--- src/hdl/srd_pkg.sv ---
// Shared types and constants for the serial response deframer.
package srd_pkg;

    // Frame kinds as tagged on the output
    localparam logic [1:0] KIND_ACK       = 2'd0;
    localparam logic [1:0] KIND_BAUD_READ = 2'd1;
    localparam logic [1:0] KIND_BAUD_SET  = 2'd2;
    localparam logic [1:0] KIND_TRACE     = 2'd3;

    // Fixed header codes and trailer
    localparam logic [7:0] HDR_BAUD_READ = 8'h32;
    localparam logic [7:0] HDR_BAUD_SET  = 8'h33;
    localparam logic [7:0] HDR_TRACE     = 8'hAA;
    localparam logic [7:0] TRACE_FOOTER  = 8'hBB;

    // Frame lengths; a length counter must reach 64
    localparam int unsigned LEN_W = 7;
    localparam logic [LEN_W-1:0] LEN_BAUD_READ = 7'd6;
    localparam logic [LEN_W-1:0] LEN_BAUD_SET  = 7'd3;
    localparam logic [LEN_W-1:0] LEN_TRACE     = 7'd16;
    localparam int unsigned LEN_CAP = 64;

    // Field widths
    localparam int unsigned BYTE_W = 8;
    localparam int unsigned IDX_W  = 6;

    // Register map, selected by paddr[2]
    localparam logic REG_ACK_CODE = 1'b0;
    localparam logic REG_ACK_LEN  = 1'b1;

    // Controller to datapath
    typedef struct packed {
        logic accept;   // take the input word this cycle
        logic issue;    // read the next stored byte for output
    } t_ctrl_cmd;

    // Datapath to controller
    typedef struct packed {
        logic frame_done;   // current input word closes a frame that is to be sent
        logic issue_ok;     // read pipeline has room
        logic issue_last;   // next read is the final byte of the frame
    } t_dp_status;

endpackage

--- src/hdl/srd_ram.sv ---
// Generic single write port RAM with registered, enabled read.
module srd_ram #(
    parameter int unsigned WIDTH = 8,
    parameter int unsigned DEPTH = 64
) (
    input  logic                     i_clk,
    input  logic                     i_we,
    input  logic [$clog2(DEPTH)-1:0] i_waddr,
    input  logic [WIDTH-1:0]         i_wdata,
    input  logic                     i_re,
    input  logic [$clog2(DEPTH)-1:0] i_raddr,
    output logic [WIDTH-1:0]         o_rdata
);

    logic [WIDTH-1:0] r_mem [DEPTH];
    logic [WIDTH-1:0] r_rdata;

    always_ff @(posedge i_clk) begin
        if (i_we) begin
            r_mem[i_waddr] <= i_wdata;
        end
    end

    // read data holds while the read enable is low
    always_ff @(posedge i_clk) begin
        if (i_re) begin
            r_rdata <= r_mem[i_raddr];
        end
    end

    assign o_rdata = r_rdata;

endmodule

--- src/hdl/srd_ctrl.sv ---
// Controller: alternates between taking input words and reading out a frame.
module srd_ctrl import srd_pkg::*; (
    input  logic       i_clk,
    input  logic       i_rst_n,
    input  logic       i_rx_valid,
    output logic       o_rx_ready,
    input  t_dp_status i_status,
    output t_ctrl_cmd  o_cmd
);

    localparam logic S_IDLE = 1'b0;
    localparam logic S_EMIT = 1'b1;

    logic r_state;
    logic n_state;

    // command decode and next state
    always_comb begin
        n_state      = r_state;
        o_cmd.accept = 1'b0;
        o_cmd.issue  = 1'b0;
        unique case (r_state)
            S_IDLE: begin
                o_cmd.accept = i_rx_valid;
                if (i_rx_valid && i_status.frame_done) begin
                    n_state = S_EMIT;
                end
            end
            S_EMIT: begin
                o_cmd.issue = i_status.issue_ok;
                if (i_status.issue_ok && i_status.issue_last) begin
                    n_state = S_IDLE;
                end
            end
            default: n_state = S_IDLE;
        endcase
    end

    always_ff @(posedge i_clk) begin
        if (!i_rst_n) begin
            r_state <= S_IDLE;
        end else begin
            r_state <= n_state;
        end
    end

    assign o_rx_ready = (r_state == S_IDLE);

endmodule

--- src/hdl/srd_datapath.sv ---
// Datapath: config registers, header decode, frame store and output stage.
module srd_datapath import srd_pkg::*; #(
    parameter int unsigned MAX_FRAME = 64
) (
    input  logic              i_clk,
    input  logic              i_rst_n,
    // configuration
    input  logic              psel,
    input  logic              penable,
    input  logic              pwrite,
    input  logic [2:0]        paddr,
    input  logic [31:0]       pwdata,
    output logic [31:0]       prdata,
    // input word
    input  logic [BYTE_W-1:0] i_rx_byte,
    // control
    input  t_ctrl_cmd         i_cmd,
    output t_dp_status        o_status,
    // output word
    output logic              o_out_valid,
    input  logic              i_out_ready,
    output logic [1:0]        o_frame_kind,
    output logic [IDX_W-1:0]  o_byte_index,
    output logic [BYTE_W-1:0] o_data_byte,
    output logic              o_last
);

    localparam int unsigned LIM = (MAX_FRAME < LEN_CAP) ? MAX_FRAME : LEN_CAP;
    localparam int unsigned AW  = $clog2(LIM);
    localparam logic [LEN_W-1:0] LIM_LEN = LEN_W'(LIM);

    // configuration registers
    logic [7:0] r_ack_code;
    logic [5:0] r_ack_len;
    logic       w_cfg_wr;

    assign w_cfg_wr = psel && penable && pwrite;

    always_ff @(posedge i_clk) begin
        if (!i_rst_n) begin
            r_ack_code <= 8'd6;
            r_ack_len  <= 6'd32;
        end else if (w_cfg_wr) begin
            unique case (paddr[2])
                REG_ACK_CODE: r_ack_code <= pwdata[7:0];
                REG_ACK_LEN:  r_ack_len  <= pwdata[5:0];
                default: ;
            endcase
        end
    end

    always_comb begin
        unique case (paddr[2])
            REG_ACK_CODE: prdata = {24'd0, r_ack_code};
            REG_ACK_LEN:  prdata = {26'd0, r_ack_len};
            default:      prdata = 32'd0;
        endcase
    end

    // frame state
    logic             r_open;
    logic [LEN_W-1:0] r_held;
    logic [LEN_W-1:0] r_len;
    logic [1:0]       r_kind;

    // header decode, ack code checked first
    logic             w_hit;
    logic [1:0]       w_new_kind;
    logic [LEN_W-1:0] w_new_raw;
    logic [LEN_W-1:0] w_new_len;

    always_comb begin
        w_hit      = 1'b1;
        w_new_kind = KIND_ACK;
        w_new_raw  = {1'b0, r_ack_len} + LEN_W'(1);
        priority if (i_rx_byte == r_ack_code) begin
            w_new_kind = KIND_ACK;
        end else if (i_rx_byte == HDR_BAUD_READ) begin
            w_new_kind = KIND_BAUD_READ;
            w_new_raw  = LEN_BAUD_READ;
        end else if (i_rx_byte == HDR_BAUD_SET) begin
            w_new_kind = KIND_BAUD_SET;
            w_new_raw  = LEN_BAUD_SET;
        end else if (i_rx_byte == HDR_TRACE) begin
            w_new_kind = KIND_TRACE;
            w_new_raw  = LEN_TRACE;
        end else begin
            w_hit = 1'b0;
        end
        w_new_len = (w_new_raw > LIM_LEN) ? LIM_LEN : w_new_raw;
    end

    // byte intake
    logic             w_cur_open;
    logic [LEN_W-1:0] w_held;
    logic [LEN_W-1:0] w_held_n;
    logic [LEN_W-1:0] w_len;
    logic [1:0]       w_kind;
    logic             w_done;
    logic             w_bad;

    assign w_cur_open = r_open || w_hit;
    assign w_held     = r_open ? r_held : '0;
    assign w_len      = r_open ? r_len  : w_new_len;
    assign w_kind     = r_open ? r_kind : w_new_kind;
    assign w_held_n   = w_held + LEN_W'(1);
    assign w_done     = w_cur_open && (w_held_n == w_len);
    // a trace frame is 16 bytes, so its footer is the closing word itself
    assign w_bad      = (w_kind == KIND_TRACE) && (i_rx_byte != TRACE_FOOTER);

    assign o_status.frame_done = w_done && !w_bad;

    always_ff @(posedge i_clk) begin
        if (!i_rst_n) begin
            r_open <= 1'b0;
            r_held <= '0;
            r_len  <= '0;
            r_kind <= KIND_ACK;
        end else if (i_cmd.accept && w_cur_open) begin
            if (!r_open) begin
                r_len  <= w_new_len;
                r_kind <= w_new_kind;
            end
            if (w_done) begin
                r_open <= 1'b0;
                r_held <= '0;
            end else begin
                r_open <= 1'b1;
                r_held <= w_held_n;
            end
        end
    end

    // frame store
    logic [AW-1:0]     r_rd_idx;
    logic [BYTE_W-1:0] w_rdata;

    srd_ram #(
        .WIDTH (BYTE_W),
        .DEPTH (LIM)
    ) u_store (
        .i_clk   (i_clk),
        .i_we    (i_cmd.accept && w_cur_open),
        .i_waddr (w_held[AW-1:0]),
        .i_wdata (i_rx_byte),
        .i_re    (i_cmd.issue),
        .i_raddr (r_rd_idx),
        .o_rdata (w_rdata)
    );

    // read pipeline: issue stage then output register
    logic             r_pend;
    logic [AW-1:0]    r_pend_idx;
    logic [1:0]       r_pend_kind;
    logic             r_pend_last;
    logic             w_load;
    logic             w_issue_last;

    assign w_issue_last = (LEN_W'(r_rd_idx) == (r_len - LEN_W'(1)));
    assign w_load       = r_pend && (!o_out_valid || i_out_ready);

    assign o_status.issue_ok   = !r_pend || w_load;
    assign o_status.issue_last = w_issue_last;

    always_ff @(posedge i_clk) begin
        if (!i_rst_n) begin
            r_rd_idx <= '0;
            r_pend   <= 1'b0;
        end else begin
            if (i_cmd.issue) begin
                r_pend      <= 1'b1;
                r_pend_idx  <= r_rd_idx;
                r_pend_kind <= r_kind;
                r_pend_last <= w_issue_last;
                r_rd_idx    <= w_issue_last ? '0 : r_rd_idx + AW'(1);
            end else if (w_load) begin
                r_pend <= 1'b0;
            end
        end
    end

    // output register
    logic              r_out_valid;
    logic [1:0]        r_out_kind;
    logic [IDX_W-1:0]  r_out_idx;
    logic [BYTE_W-1:0] r_out_data;
    logic              r_out_last;

    always_ff @(posedge i_clk) begin
        if (!i_rst_n) begin
            r_out_valid <= 1'b0;
        end else if (w_load) begin
            r_out_valid <= 1'b1;
        end else if (i_out_ready) begin
            r_out_valid <= 1'b0;
        end
    end

    always_ff @(posedge i_clk) begin
        if (w_load) begin
            r_out_kind <= r_pend_kind;
            r_out_idx  <= IDX_W'(r_pend_idx);
            r_out_data <= w_rdata;
            r_out_last <= r_pend_last;
        end
    end

    assign o_out_valid  = r_out_valid;
    assign o_frame_kind = r_out_kind;
    assign o_byte_index = r_out_idx;
    assign o_data_byte  = r_out_data;
    assign o_last       = r_out_last;

endmodule

--- src/hdl/serial_response_deframer_top.sv ---
// Top level of the serial response deframer.
//
//  channel  direction  handshake                   payload
//  rx       in         i_rx_valid / o_rx_ready     i_rx_byte
//  out      out        o_out_valid / i_out_ready   o_frame_kind, o_byte_index,
//                                                  o_data_byte, o_last
//  cfg      in         psel, penable, pwrite       paddr, pwdata, prdata, pready
//
// An input word is taken when i_rx_valid and o_rx_ready are both high. When a word
// completes a frame, intake pauses while the frame store's single read port is read
// one entry per cycle while the output does not stall; output stalls lengthen the pause.
// The last words of a frame may still sit in the output stage when intake resumes.
// Reset is synchronous, active low; the frame store needs no clearing pass.
module serial_response_deframer_top import srd_pkg::*; #(
    parameter int unsigned MAX_FRAME = 64
) (
    input  logic              i_clk,
    input  logic              i_rst_n,
    // configuration
    input  logic              psel,
    input  logic              penable,
    input  logic              pwrite,
    input  logic [2:0]        paddr,
    input  logic [31:0]       pwdata,
    output logic [31:0]       prdata,
    output logic              pready,
    // input words
    input  logic              i_rx_valid,
    output logic              o_rx_ready,
    input  logic [BYTE_W-1:0] i_rx_byte,
    // output words
    output logic              o_out_valid,
    input  logic              i_out_ready,
    output logic [1:0]        o_frame_kind,
    output logic [IDX_W-1:0]  o_byte_index,
    output logic [BYTE_W-1:0] o_data_byte,
    output logic              o_last
);

    t_ctrl_cmd  w_cmd;
    t_dp_status w_status;

    assign pready = 1'b1;

    srd_ctrl u_ctrl (
        .i_clk      (i_clk),
        .i_rst_n    (i_rst_n),
        .i_rx_valid (i_rx_valid),
        .o_rx_ready (o_rx_ready),
        .i_status   (w_status),
        .o_cmd      (w_cmd)
    );

    srd_datapath #(
        .MAX_FRAME (MAX_FRAME)
    ) u_dp (
        .i_clk        (i_clk),
        .i_rst_n      (i_rst_n),
        .psel         (psel),
        .penable      (penable),
        .pwrite       (pwrite),
        .paddr        (paddr),
        .pwdata       (pwdata),
        .prdata       (prdata),
        .i_rx_byte    (i_rx_byte),
        .i_cmd        (w_cmd),
        .o_status     (w_status),
        .o_out_valid  (o_out_valid),
        .i_out_ready  (i_out_ready),
        .o_frame_kind (o_frame_kind),
        .o_byte_index (o_byte_index),
        .o_data_byte  (o_data_byte),
        .o_last       (o_last)
    );

    // intake and readout never share a cycle
    a_no_overlap: assert property (@(posedge i_clk) disable iff (!i_rst_n)
        !(w_cmd.accept && w_cmd.issue))
        else $error("intake and readout in the same cycle");

    // a trace frame that goes out ends on its footer at index 15
    a_trace_tail: assert property (@(posedge i_clk) disable iff (!i_rst_n)
        (o_out_valid && o_last && (o_frame_kind == KIND_TRACE)) |->
        ((o_data_byte == TRACE_FOOTER) && (o_byte_index == IDX_W'(15))))
        else $error("trace frame sent without footer");

    // the header of a trace frame carries its own code
    a_trace_head: assert property (@(posedge i_clk) disable iff (!i_rst_n)
        (o_out_valid && (o_byte_index == '0) && (o_frame_kind == KIND_TRACE)) |->
        (o_data_byte == HDR_TRACE))
        else $error("trace frame header mismatch");

    // a baud set reply is three words long
    a_baud_set_len: assert property (@(posedge i_clk) disable iff (!i_rst_n)
        (o_out_valid && o_last && (o_frame_kind == KIND_BAUD_SET)) |->
        (o_byte_index == IDX_W'(2)))
        else $error("baud set reply length mismatch");

endmodule
--- config.mk ---
export PLATFORM = sky130hd
export DESIGN_NAME = serial_response_deframer_top
export DESIGN_NICKNAME = d
export VERILOG_FILES = /design/src/hdl/srd_pkg.sv /design/src/hdl/srd_ram.sv /design/src/hdl/srd_ctrl.sv /design/src/hdl/srd_datapath.sv /design/src/hdl/serial_response_deframer_top.sv
export SDC_FILE = /design/constraint.sdc
export NUM_CORES = 1
export LEC_CHECK = 0
export ABC_AREA = 0
export BUFFER_PORTS_ARGS = -buffer_cell sky130_fd_sc_hd__buf_4
export CAP_MARGIN = 20
export CORE_MARGIN = 2
export CORE_UTILIZATION = 54
export CTS_CLUSTER_SIZE = 16
export DETAILED_ROUTE_END_ITERATION = 7
export PLACE_DENSITY = 0.79
export SLEW_MARGIN = 20
export SYNTH_ARGS = -nofsm -noshare
export SYNTH_HDL_FRONTEND = slang
export SYNTH_SLANG_ARGS = --single-unit
--- constraint.sdc ---
create_clock -name i_clk -period 3.97 [get_ports i_clk]
set_clock_uncertainty 0.2 [all_clocks]
set_input_delay 0.794 -clock i_clk [delete_from_list [all_inputs] [get_ports i_clk]]
set_output_delay 0.794 -clock i_clk [all_outputs]
set_load 0.005 [all_outputs]
## Yosys cells after proc, flatten, opt, wreduce, memory -nomap -nowiden

Memories as Yosys holds them, arrays and structs flattened. A register that Yosys moved wholly into a read port is not among the register bits.
Index checks and enable logic that the tools add are counted.

- Add/sub/neg operators: 4
- Equality and inequality tests: 8
- Bitwise logic cells: 2
- Reductions and logical operators: 20
- Muxes and demuxes: 31
- Order comparisons: 1

Operator list:

| cell | number |
|---|---|
| 32-bit one-hot mux with 2 select lines | 1 |
| 7-bit 2-to-1 mux | 8 |
| 8-bit by 6-bit equality test with 1-bit output (second input constant) | 2 |
| 1-bit 2-to-1 mux | 15 |
| 2-bit 2-to-1 mux | 5 |
| 1-bit logical AND | 9 |
| 8-bit equality test | 1 |
| 8-bit equality test (second input constant) | 1 |
| 8-bit inequality test (second input constant) | 1 |
| 6-bit by 1-bit adder with 7-bit output (second input constant) | 1 |
| 7-bit by 1-bit adder with 7-bit output (second input constant) | 1 |
| 6-bit by 7-bit equality test with 1-bit output | 1 |
| 7-bit equality test | 1 |
| 7-bit greater-than comparator (second input constant) | 1 |
| 7-bit by 1-bit subtractor with 7-bit output (second input constant) | 1 |
| 6-bit by 1-bit adder with 6-bit output (second input constant) | 1 |
| 6-bit 2-to-1 mux | 1 |
| 2-bit AND reduction | 3 |
| 2-bit nonzero test | 2 |
| 1-bit logical NOT | 3 |
| 1-bit logical OR | 3 |
| 2-bit equality test (second input constant) | 1 |
| 1-bit inverter | 2 |
| 1-bit one-hot mux with 2 select lines | 1 |

- Bits of input ports: 50
- Bits in writable memories: 512
- Bits in registers: 66
- Output and inout port bits: 52
- Word-level logic and storage cells: 84
- Memories kept: 1

Memories:

| memory | words | bits a word | read ports | clocked after memory_dff | wr ports | RTL line | text |
|---|---|---|---|---|---|---|---|
| u_dp.u_store.r_mem | 64 | 8 | 1 | 1 | 1 | srd_ram.sv:15 | `logic [WIDTH-1:0] r_mem [DEPTH];` |

## Longest topological paths before layout

Gate-level depths: netlist (run 1).

- Depth after elaboration: 14
- Gate-level depth with buffers: 12
- Mapped depth without buffers: 10

## Cells and area by module

From an unflattened synthesis (run 1), not the netlist that was laid out.

- Cell total of the unflattened synthesis: 1322
- Area, all modules: 23855.4 um^2

By module, submodules not included:

| module | cells an instance | times used | area an instance (um^2) |
|---|---|---|---|
| srd_ram | 940 | 1 | 20246.9 |
| srd_datapath | 373 | 1 | 3539.6 |
| srd_ctrl | 7 | 1 | 57.6 |
| serial_response_deframer_top | 2 | 1 | 11.3 |

## Least setup slack after synthesis (run 1)

Ideal clock, no wire load.

- Kind: input port to flip-flop
- Start point: input port i_rx_byte[0]
- End point: memory u_dp.u_store.r_mem[51][0], enable pin
- Data arrival time: 2.817 ns
- Data required time: 3.400 ns
- Slack: 0.582 ns
- Stages: 10
- Path buffers: 3
- Path through: buf_2 > xnor2_1 > nand4_1 > or2_1 > clkbuf_1 > a21bo_2 > clkbuf_1 > nor2_1 > nand3_1 > nor2_1

- Cells in the longest elaborated chain, start to end: 9
- Elaborated cells on any way between the ends: 12

Ends and longest elaborated chain:

| what | RTL line | text |
|---|---|---|
| from (decl) | serial_response_deframer_top.sv:30 | `input logic [BYTE_W-1:0] i_rx_byte,` |
| 8-bit equality test | srd_datapath.sv:84 | `end else if (i_rx_byte == HDR_TRACE) begin` |
| 1-bit 2-to-1 mux | srd_datapath.sv:84 |  |
| 1-bit 2-to-1 mux | srd_datapath.sv:81 | `end else if (i_rx_byte == HDR_BAUD_SET) begin` |
| 1-bit 2-to-1 mux | srd_datapath.sv:78 | `end else if (i_rx_byte == HDR_BAUD_READ) begin` |
| 1-bit 2-to-1 mux * | srd_datapath.sv:76 | `priority if (i_rx_byte == r_ack_code) begin` |
| 1-bit logical OR * | srd_datapath.sv:102 | `assign w_cur_open = r_open \|\| w_hit;` |
| 1-bit logical AND * | srd_datapath.sv:143 | `.i_we (i_cmd.accept && w_cur_open),` |
| 1-bit 2-to-1 mux * | srd_ram.sv:19 | `if (i_we) begin` |
| 1-bit 2-to-1 mux (implied by the code) * | srd_ram.sv:20 | `r_mem[i_waddr] <= i_wdata;` |
| to (decl) | srd_ram.sv:15 |  |

Mark *: on every way between the ends. The rest lies on a longest branch, timed or not.

## Worst setup path after layout (run 1)

- Start point: register u_dp.r_ack_code[0]
- End point: memory u_dp.u_store.r_mem[33][7], enable pin

- Cells in the longest elaborated chain, start to end: 6

Ends and longest elaborated chain:

| what | RTL line | text |
|---|---|---|
| from (decl) | srd_datapath.sv:33 | `logic [7:0] r_ack_code;` |
| from (signal assigned) | srd_datapath.sv:45 | `REG_ACK_CODE: r_ack_code <= pwdata[7:0];` |
| 8-bit equality test | srd_datapath.sv:76 |  |
| 1-bit 2-to-1 mux | srd_datapath.sv:76 |  |
| 1-bit logical OR | srd_datapath.sv:102 |  |
| 1-bit logical AND | srd_datapath.sv:143 |  |
| 1-bit 2-to-1 mux | srd_ram.sv:19 |  |
| 1-bit 2-to-1 mux (implied by the code) | srd_ram.sv:20 |  |

Every way passes these cells.

==> run_results.csv, run 1 <==
group,metric,value,unit
outcome,status,"finished, final reports clean",
detailed_routing,drcViolationCount,0,
layout,nets,1391,
detailed_routing,drtAntennaViolNets,0,
clocking,cts-root-buf,"clkbuf_16",
clocking,tritoncts,"built",
timing,setup_tns,0,ns
critical_path,rr_endpoint,"u_dp.u_store.r_mem[33][7]",
detailed_routing,vias,12100,
timing,fmax,0.308,GHz
placed_design,dp.cells,1864,
flow_run,max_cap_viol_count,0,
placed_design,globalplace.congestion,0.835,
yosys,synth_area,23600,um^2
floorplanning,coreArea,43100,um^2
critical_path,worst_r2r_path_depth,8,
power_and_ir_drop,ir_worst_vdd,326,uV
clocking,htreeDepth,2,
clocking,path_clk_slew,0.06,ns
timing,tightest_slew,0.766,ns
power_and_ir_drop,powerDensity,442,nW/um^2
layout,final-instance-count-excl-fill,1968,
critical_path,start_kind,"flop",
floorplanning,start_util,54.7,%
placed_design,port-buffer-count,50,
clocking,ctsResizeCount,0,
clocking,clock_path_buffers,3,
yosys,syn_avg_cell_area,19.8,um^2
yosys,syn_inst,1189,
min_path,min_from,"u_dp.u_store.o_rdata[5]",
placed_design,dpl.hpwl,31.9,mm
detailed_routing,routedWlPerCell,26.5,um
floorplanning,io_pins,102,
global_route,grt_first_pass_wirelength,77.6,mm
timing,setup_violations,0,
yosys,synth_cell_types,62,
timing,hold_violations,0,
critical_path,reg2reg_from,"u_dp.r_ack_code[0]",
yosys,ys.flop_type,"edfxtp_1",
floorplanning,die_h,213,um
clocking,cts_sinks,586,
timing,final_max_slew_viol_count,0,
clocking,post_cts_buffers,0,
layout,multi_input_area,5960,um^2
global_route,grt_pass1_vias,12100,
detailed_routing,vias_per_cell,6.16,
global_route,grt-ovfl-total,0,
floorplanning,row_count,76,
global_route,track_usage,24.0,%
min_path,hold_class,"reg2reg",
timing,min_period,3.25,ns
critical_path,crit_path_end,"u_dp.u_store.r_mem[33][7]",
global_route,antenna_found_initial,1,
yosys,ys_seq_elements,586,
critical_path,crit_family,"simple AND/OR/NAND/NOR gates",
critical_path,max_stage_delay,0.48,ns
yosys,seq_area_frac_synth,73.0,%
clocking,clk_latency,0.62,ns
yosys,postSynth.asyncResetShare,0,%
layout,post-route-util,62.3,%
clocking,cts.hold.buffers_added,0,
detailed_routing,first_pass_iters,5,
layout,fillers,2870,
critical_path,crit_required,4.07,ns
floorplanning,die_x,213,um
layout,seq_area,17200,um^2
critical_path,cp.depth,8,
layout,final_common_cell,"edfxtp_1",
detailed_routing,drt_iter0_drc,1426,
timing,rsz0062_at_grt,"no",
power_and_ir_drop,power_leakage,8.44,nW
global_route,grt_max_degree,67,
critical_path,worstSetupPathType,"reg2reg",
critical_path,critPathLaunch,"u_dp.r_ack_code[0]",
yosys,synth-edff-count,546,
critical_path,path_max_fanout,12,
layout,syn_to_final_growth,13.9,%
timing,max-slew-margin-rel,49.0,%
critical_path,cp-end-kind,"flop",
critical_path,critical_path_arrival,3.35,ns
critical_path,crit_slowest_cell,"nand2b_1",
critical_path,crit_chain,"xnor2_1, nand4_1, or2_1, a21bo_2, nor3_1, nand2b_1, nor2_1, buf_4",
clocking,cts_buffers,56,
yosys,ys_warn_count,0,
timing,fin_crit_sh,81.9,%
detailed_routing,routed_wl,52.1,mm
layout,final_cell_mix,"edfxtp_1 (546), mux4_2 (168), buf_4 (148)",
floorplanning,dieArea,45300,um^2
critical_path,reg2reg_slack,0.72,ns
layout,drive_gt1_share,30.0,%
critical_path,cp_num_buf_inv,1,
[cells in the mapped netlist, types with 7 or more instances]
cell / number / share of area, %
buf_1: 12 / 0.19
buf_2: 12 / 0.25
inv_1: 10 / 0.16
o21ai_0: 7 / 0.15
nor2b_1: 20 / 0.53
nand2_1: 45 / 0.72
mux2i_1: 12 / 0.51
xnor2_1: 28 / 1.0
nand3_1: 26 / 0.55
nor2_1: 80 / 1.3
and2_1: 11 / 0.29
dfxtp_1: 40 / 3.4
a21boi_0: 8 / 0.25
buf_4: 32 / 1.0
mux4_2: 168 / 16
clkbuf_1: 31 / 0.49
edfxtp_1: 546 / 70
[per-layer routing]
metal	track usage (%)	up-vias	part of all wire (%)
met4	8.30	0	3.1
met3	3.65	97	9.2
met5	0	-	0
met2	38.6	646	49
met1	34.0	6292	38
li1	-	5087	-
[worst min-delay path by stage]
stage                                       to  slack, ns  cells past startpoint
after floorplan           u_dp.o_byte_index[0]       0.20                      0
after global placement    u_dp.o_byte_index[4]       0.20                      0
after detailed placement  u_dp.o_byte_index[2]       0.21                      0
after CTS                   u_dp.r_ack_code[1]       0.19                      3
after global routing      u_dp.o_byte_index[3]       0.22                      0
final                      u_dp.o_data_byte[5]       0.21                      0
[per-stage QoR]
step | instance area, um^2 | power [mW] | hold slack [ns] | worst slack, ns
3_5_place_dp | 25200 | 7.07 | 0.205 | 0.215
5_1_grt | 26800 | 12.2 | 0.220 | 0.604
2_1_floorplan | 23700 | 6.95 | 0.200 | 0.582
6_report | 26800 | 11.9 | 0.208 | 0.720
4_1_cts | 26800 | 11.9 | 0.193 | 0.740
3_3_place_gp | 25200 | 7.06 | 0.202 | 0.322
[worst register-to-register path, delay by kind of cell, from the launching register on]
| family | cells | cell delay, ns |
|---|---|---|
| AO/OA/AOI/OAI | 1 | 0.34 |
| AND/OR/NAND/NOR | 5 | 1.60 |
| XOR/XNOR | 1 | 0.15 |
| flip-flops | 1 | 0.43 |
| buffers and inverters | 1 | 0.23 |
[cells by family after synthesis]
kind of cell               after synthesis  synth area share, %
DFF                                    586                 73.0
buffers and inverters                   97                 2.12
xor gates and xnor gates                34                 1.26
adders and majority gates                4                0.212
muxes                                  187                 16.9
other                                    2               0.0319
and+or+nand+nor                        216                 4.44
AOI/OAI and AO/OA                       63                 2.06
[report_power, final]
part / switching (mW) / internal [mW]
Clock: 2.19 / 2.72
Sequential: 0.00625 / 6.74
Combinational: 0.142 / 0.0515
[flip-flops by register name, summed over array words and instances, names as in the netlist]
signal,flops
u_dp.r_kind,2
u_dp.o_frame_kind,2
u_dp.o_out_valid,1
u_dp.r_ack_code,8
u_dp.r_held,7
u_dp.o_byte_index,6
u_dp.r_pend_last,1
u_dp.o_last,1
u_dp.r_pend_kind,2
u_dp.r_open,1
u_dp.r_pend,1
u_dp.u_store.r_mem,512
u_dp.r_rd_idx,6
u_dp.u_store.o_rdata,8
u_dp.r_pend_idx,6
u_dp.o_data_byte,8
u_dp.r_ack_len,6
u_ctrl.r_state,1
u_dp.r_len,7
[final cells by class]
| class | count | share of cell area [%] |
|---|---|---|
| sequential | 586 | 64.1 |
| multi-input combinational | 529 | 22.2 |
| clock buffer | 73 | 5.46 |
| timing repair buffer | 154 | 4.59 |
| tap | 585 | 2.73 |
| clock inverter | 30 | 0.783 |
| inverter | 10 | 0.140 |
| antenna | 1 | 0.00932 |
Power figures use the tool's default switching activity.
==> run 2: changes to the inputs <==
==> constraint.sdc (replaced) <==
create_clock -name i_clk -period 3.1 [get_ports i_clk]
set_clock_uncertainty 0.2 [all_clocks]
set_input_delay 0.62 -clock i_clk [delete_from_list [all_inputs] [get_ports i_clk]]
set_output_delay 0.62 -clock i_clk [all_outputs]
set_load 0.005 [all_outputs]
==> run 2 against run 1 <==
Net effect: die area unchanged; largest cell class unchanged; critical path depth shrank 4; critical path type unchanged; clock-buffer cell count fell by 7; largest power group unchanged; first-iteration DRC count down 3.2%; flip-flop and latch count unchanged.
==> run_results.csv, run 2 (synthesis gave the netlist of run 1 again) <==
group,metric,value,unit
outcome,status,"finished, final reports clean",
placed_design,pre_cts_ws,0.00788,ns
timing,max-slew-margin-rel,45.1,%
detailed_routing,routed_wl,52.0,mm
timing,setup_tns,0,ns
min_path,hold_class,"in2reg",
clocking,clock_path_buffers,3,
placed_design,dpl.hpwl,32.4,mm
layout,drive_gt1_share,33.2,%
clocking,path_clk_slew,0.06,ns
detailed_routing,vias_per_cell,6.08,
layout,n_antenna_cell,0,
clocking,tritoncts,"built",
power_and_ir_drop,clockPowerShare,43.8,%
global_route,antenna_found_initial,2,
critical_path,reg2reg_from,"u_dp.r_rd_idx[0]",
placed_design,globalplace.congestion,0.878,
detailed_routing,drcViolationCount,0,
critical_path,start_kind,"flop",
layout,multi_input_area,5970,um^2
timing,min_period,2.96,ns
detailed_routing,drt_iter0_drc,1381,
layout,nets,1423,
critical_path,crit_required,3.22,ns
flow_run,max_cap_viol_count,0,
placed_design,port-buffer-count,50,
critical_path,reg2reg_slack,0.14,ns
timing,fin_crit_sh,95.6,%
detailed_routing,routedWlPerCell,26.0,um
floorplanning,die_h,213,um
global_route,grt_pass1_vias,12400,
layout,seq_area,17200,um^2
power_and_ir_drop,p_sw_share,19.4,%
power_and_ir_drop,p_comb_share,1.6,%
clocking,htreeDepth,2,
layout,top_register,"u_dp.u_store.r_mem",
layout,syn_to_final_growth,16.4,%
power_and_ir_drop,powerDensity,577,nW/um^2
clocking,ctsResizeCount,0,
global_route,grt_first_pass_wirelength,77.7,mm
detailed_routing,drtAntennaViolNets,0,
power_and_ir_drop,p_seq_share,54.6,%
clocking,cts_sinks,586,
global_route,grt-ovfl-total,0,
critical_path,critical_path_arrival,3.09,ns
power_and_ir_drop,ir_worst_vdd,410,uV
timing,final_max_slew_viol_count,0,
power_and_ir_drop,p_switching,3.07,mW
critical_path,worstSetupPathType,"reg2reg",
floorplanning,row_count,76,
critical_path,cp-end-kind,"flop",
floorplanning,io_pins,102,
power_and_ir_drop,fin_total_pwr,15.8,mW
min_path,min_from,"pwdata[5]",
clocking,clk_latency,0.60,ns
timing,hold_violations,0,
detailed_routing,first_pass_iters,5,
timing,tightest_slew,0.820,ns
clocking,post_cts_buffers,0,
power_and_ir_drop,power_leakage,8.74,nW
placed_design,dp.cells,1895,
global_route,track_usage,23.7,%
clocking,cts-root-buf,"clkbuf_16",
timing,setup_violations,0,
layout,fillers,2777,
global_route,grt_max_degree,65,
floorplanning,dieArea,45300,um^2
layout,largest_register_ffs,512,
power_and_ir_drop,p_int,12.8,mW
clocking,cts_buffers,57,
floorplanning,start_util,54.7,%
critical_path,path_max_fanout,26,
timing,rsz0062_at_grt,"no",
timing,fmax,0.337,GHz
timing,holdWs,0.0442,ns
layout,final_cell_mix,"edfxtp_1 (546), buf_4 (169), mux4_2 (168)",
layout,final-instance-count-excl-fill,2003,
timing,fin_ws,0.136,ns
layout,final_common_cell,"edfxtp_1",
floorplanning,die_x,213,um
critical_path,critPathLaunch,"u_dp.r_rd_idx[0]",
clocking,cts.hold.buffers_added,0,
detailed_routing,vias,12200,
floorplanning,coreArea,43100,um^2
-- run 2: cell count changes in the layout (fill, tap and decap cells not counted), moves of 4 or more --
cell | before | now
buf_4 | 148 | 169
clkinv_2 | 8 | 21
buf_12 | 6 | 16
clkbuf_1 | 17 | 7
clkinv_1 | 13 | 7
bufinv_16 | 2 | 7
nor2_1 | 80 | 76
nor2_2 | 1 | 5
-- run 2: layout make-up --
type | instances | area share (%)
Clock buffer | 66 | 5.48
Timing Repair Buffer | 185 | 5.79
Sequential cell | 586 | 62.7
Clock inverter | 42 | 1.45
Inverter | 10 | 0.137
Multi-Input combinational cell | 529 | 21.8
Tap cell | 585 | 2.67
-- run 2: worst max-delay path: stages, from the launching register on --
cell,delay (ns)
dfxtp_4,0.53
buf_12,0.28
mux4_2,0.56
mux4_2,0.55
mux4_2,0.54
-- run 2: routing by layer --
| metal | part of all wire, % | track usage [%] | vias to the layer above | wire [um] |
|---|---|---|---|---|
| li1 | - | - | 5130 | - |
| met1 | 38 | 31.4 | 6290 | 19700 |
| met2 | 50 | 39.6 | 647 | 26200 |
| met3 | 8.6 | 4.75 | 109 | 4460 |
| met4 | 3.3 | 8.15 | 0 | 1720 |
| met5 | 0 | 0 | - | 0 |
-- run 2: per-stage QoR --
step                utilization, %  area, um^2
finish                        63.7       27400
global route                  63.7       27400
CTS                           63.7       27400
detailed placement            59.3       25500
global placement              59.3       25500
floorplan                        -       23700
-- run 2: final timing paths --
| check | to | cells after the start |
|---|---|---|
| setup / recovery | u_dp.u_store.o_rdata[2] | 4 |
| hold / removal | u_dp.r_ack_len[5] | 3 |
| setup reg to reg | u_dp.u_store.o_rdata[2] | 4 |
| hold reg to reg | u_dp.o_byte_index[4] | 0 |
-- run 2: power by group through the flow --
stage | sequential, mW | combinational, mW | clock (mW)
2_1_floorplan | 8.81 | 0.0929 | 0
3_3_place_gp | 8.81 | 0.235 | 0
3_5_place_dp | 8.81 | 0.250 | 0
4_1_cts | 8.64 | 0.251 | 7.04
5_1_grt | 8.63 | 0.273 | 7.33
6_report | 8.64 | 0.251 | 6.94
==> run 3: changes to the inputs <==
--- a/config.mk
+++ b/config.mk
@@ -5,14 +5,14 @@
 export SDC_FILE = /design/constraint.sdc
 export NUM_CORES = 1
 export LEC_CHECK = 0
-export ABC_AREA = 0
+export ABC_AREA = 1
 export BUFFER_PORTS_ARGS = -buffer_cell sky130_fd_sc_hd__buf_4
 export CAP_MARGIN = 20
 export CORE_MARGIN = 2
-export CORE_UTILIZATION = 54
-export CTS_CLUSTER_SIZE = 16
+export CORE_UTILIZATION = 40
+export CTS_CLUSTER_SIZE = 25
 export DETAILED_ROUTE_END_ITERATION = 7
-export PLACE_DENSITY = 0.79
+export PLACE_DENSITY = 0.64
 export SLEW_MARGIN = 20
 export SYNTH_ARGS = -nofsm -noshare
 export SYNTH_HDL_FRONTEND = slang
==> run 3 against run 2 <==
Net effect: setup slack better by 0.28 ns; critical path depth up 4; clock-buffer cell count up 11; global-route usage fell by 4.4 points; cell area is 0.13% lower; synthesized cell count rose by 65%; routed wire length increased by 15%; largest cell class unchanged; highest routed layer is now met5.
==> run_results.csv, run 3 <==
group,metric,value,unit
outcome,status,"finished, final reports clean",
layout,nets,2125,
layout,final_common_cell,"edfxtp_1",
detailed_routing,drtAntennaViolNets,0,
detailed_routing,vias,15900,
floorplanning,io_pins,102,
global_route,antenna_found_initial,2,
detailed_routing,drt_iter0_drc,1521,
clocking,path_clk_slew,0.06,ns
clocking,post_cts_buffers,0,
clocking,clock_path_buffers,3,
power_and_ir_drop,powerDensity,568,nW/um^2
yosys,synth_top_area_share,68.7,%
floorplanning,row_count,89,
clocking,cts.hold.buffers_added,0,
timing,hold_violations,0,
detailed_routing,vias_per_cell,5.51,
placed_design,globalplace.congestion,0.883,
detailed_routing,drcViolationCount,0,
timing,min_period,2.69,ns
floorplanning,die_x,248,um
global_route,grt_max_degree,159,
timing,max-slew-margin-rel,47.2,%
detailed_routing,first_pass_iters,5,
layout,fillers,5196,
timing,setup_violations,0,
yosys,ys.flop_type,"edfxtp_1",
detailed_routing,routedWlPerCell,20.8,um
layout,top_register,"u_dp.u_store.r_mem",
timing,final_max_slew_viol_count,0,
yosys,yosysMostFrequentCell,"edfxtp_1",
timing,fin_crit_sh,86.7,%
critical_path,start_kind,"flop",
floorplanning,dieArea,61700,um^2
yosys,ys_warn_count,0,
clocking,cts-root-buf,"clkbuf_16",
detailed_routing,routed_wl,60.0,mm
yosys,synth_area_leaders,"edfxtp_1 (69%), o21ai_0 (5.9%), nor2_1 (5.6%), dfxtp_1 (3.4%), nand2_1 (2.9%)",
layout,final-instance-count-excl-fill,2887,
layout,drive_gt1_share,12.8,%
layout,post-route-util,46.4,%
layout,final_cell_mix,"edfxtp_1 (546), nor2_1 (357), o21ai_0 (282)",
critical_path,worstSetupPathType,"reg2reg",
critical_path,crit_required,3.24,ns
clocking,ctsResizeCount,0,
clocking,clk_latency,0.62,ns
clocking,tritoncts,"built",
global_route,track_usage,19.3,%
yosys,synth-edff-count,546,
yosys,ys_seq_elements,586,
yosys,seq_area_frac_synth,72.0,%
clocking,cts_buffers,60,
floorplanning,start_util,40.4,%
placed_design,dpl.hpwl,35.6,mm
global_route,grt_first_pass_wirelength,89.6,mm
yosys,syn_inst,1963,
power_and_ir_drop,fin_total_pwr,15.6,mW
floorplanning,die_h,248,um
critical_path,reg2reg_slack,0.41,ns
yosys,synthTopCellsByCount,"edfxtp_1 (546), nor2_1 (358), o21ai_0 (282), nand2_1 (182), clkbuf_1 (87)",
timing,tightest_slew,0.792,ns
yosys,synth_area,23900,um^2
layout,n_antenna_cell,0,
clocking,htreeDepth,2,
power_and_ir_drop,ir_worst_vdd,453,uV
min_path,hold_path_end,"u_dp.r_ack_code[2]",
min_path,hold_class,"in2reg",
yosys,synth.largest_area_cell,"edfxtp_1",
critical_path,rr_endpoint,"u_dp.u_store.o_rdata[7]",
yosys,syn_avg_cell_area,12.2,um^2
critical_path,reg2reg_from,"u_dp.r_rd_idx[0]",
layout,stdcell_area,27400,um^2
global_route,grt-ovfl-total,0,
timing,setup_tns,0,ns
timing,rsz0062_at_grt,"no",
global_route,grt_pass1_vias,15300,
critical_path,path_max_fanout,158,
timing,fmax,0.372,GHz
flow_run,max_cap_viol_count,0,
clocking,cts_sinks,586,
placed_design,port-buffer-count,50,
placed_design,dpl-instance-area,25600,um^2
placed_design,dp.cells,2782,
critical_path,critical_path_arrival,2.83,ns
yosys,synth_cell_types,42,
floorplanning,coreArea,59000,um^2
min_path,min_from,"pwdata[2]",
layout,syn_to_final_growth,14.8,%
power_and_ir_drop,power_leakage,9.31,nW
yosys,postSynth.asyncResetShare,0,%
min_path,min_path_cells,3,
critical_path,cp-end-kind,"flop",
critical_path,worst_r2r_path_depth,8,
layout,largest_register_ffs,512,
-- run 3: cell count changes in the layout (fill, tap and decap cells not counted), moves of 46 or more --
cell,delta
mux4_2,-168
nand2_1,+137
o22ai_1,+78
o21ai_0,+275
inv_1,+49
nor2_1,+281
o221ai_1,+46
-- run 3: how the worst max path moves through the flow --
| stage | cells after the start | from | endpoint |
|---|---|---|---|
| floorplan | 11 | i_rx_byte[2] | u_dp.u_store.r_mem[17][0] |
| global placement | 13 | i_rx_byte[2] | u_dp.u_store.r_mem[50][4] |
| detailed placement | 13 | i_rx_byte[2] | u_dp.u_store.r_mem[50][6] |
| CTS | 8 | u_dp.r_rd_idx[0] | u_dp.u_store.o_rdata[7] |
| global route | 15 | u_dp.r_open | u_dp.r_held[1] |
| finish | 8 | u_dp.r_rd_idx[0] | u_dp.u_store.o_rdata[7] |
-- run 3: per-stage QoR --
step                hold slack (ns)  setup WS, ns
floorplan                     0.200         0.396
global placement              0.210         0.245
detailed placement            0.205         0.200
CTS                          0.0137         0.542
global route                 0.0319         0.229
finish                       0.0367         0.412
-- run 3: layer usage --
layer / up-vias / global-route usage (%) / routed length (um)
li1: 7322 / - / -
met1: 7802 / 25.6 / 24800
met2: 654 / 31.4 / 28600
met3: 116 / 3.59 / 4420
met4: 2 / 8.00 / 2200
met5: - / 0 / 13
-- run 3: cell type report --
class / instances / area [um^2] / area share [%]
repair buffers: 164 / 1330 / 4.86
clock buffers: 77 / 1570 / 5.71
clock inverters: 28 / 208 / 0.758
well taps: 773 / 967 / 3.53
inverters: 68 / 260 / 0.950
flip-flops and latches: 586 / 17200 / 62.8
multi-input cells: 1191 / 5860 / 21.4
-- run 3: kinds of logic after synthesis --
kind of cell	count (synthesis)	synth area share, %
and+or+nand+nor	662	11.5
DFF	586	72.0
AOI/OAI and AO/OA	476	11.5
buffers and inverters	209	3.83
xor gates and xnor gates	24	0.880
adders and majority gates	4	0.210
other	2	0.0315
-- run 3: worst max-delay path, cell delays in order, from the launching register on --
cell and delay, ns:
dfxtp_4 0.60, inv_6 0.07, buf_12 0.22, o21ai_0 0.36, o22ai_1 0.13, nand2_1 0.08
nand4_1 0.19, nand3_1 0.21, nand2_1 0.14
-- run 3: power by group --
group	leakage, nW	internal [mW]	switching, mW
logic	3.20	0.0739	0.222
clock network	0.859	3.71	2.91
registers	5.25	8.64	0.0101
total	9.31	12.4	3.14
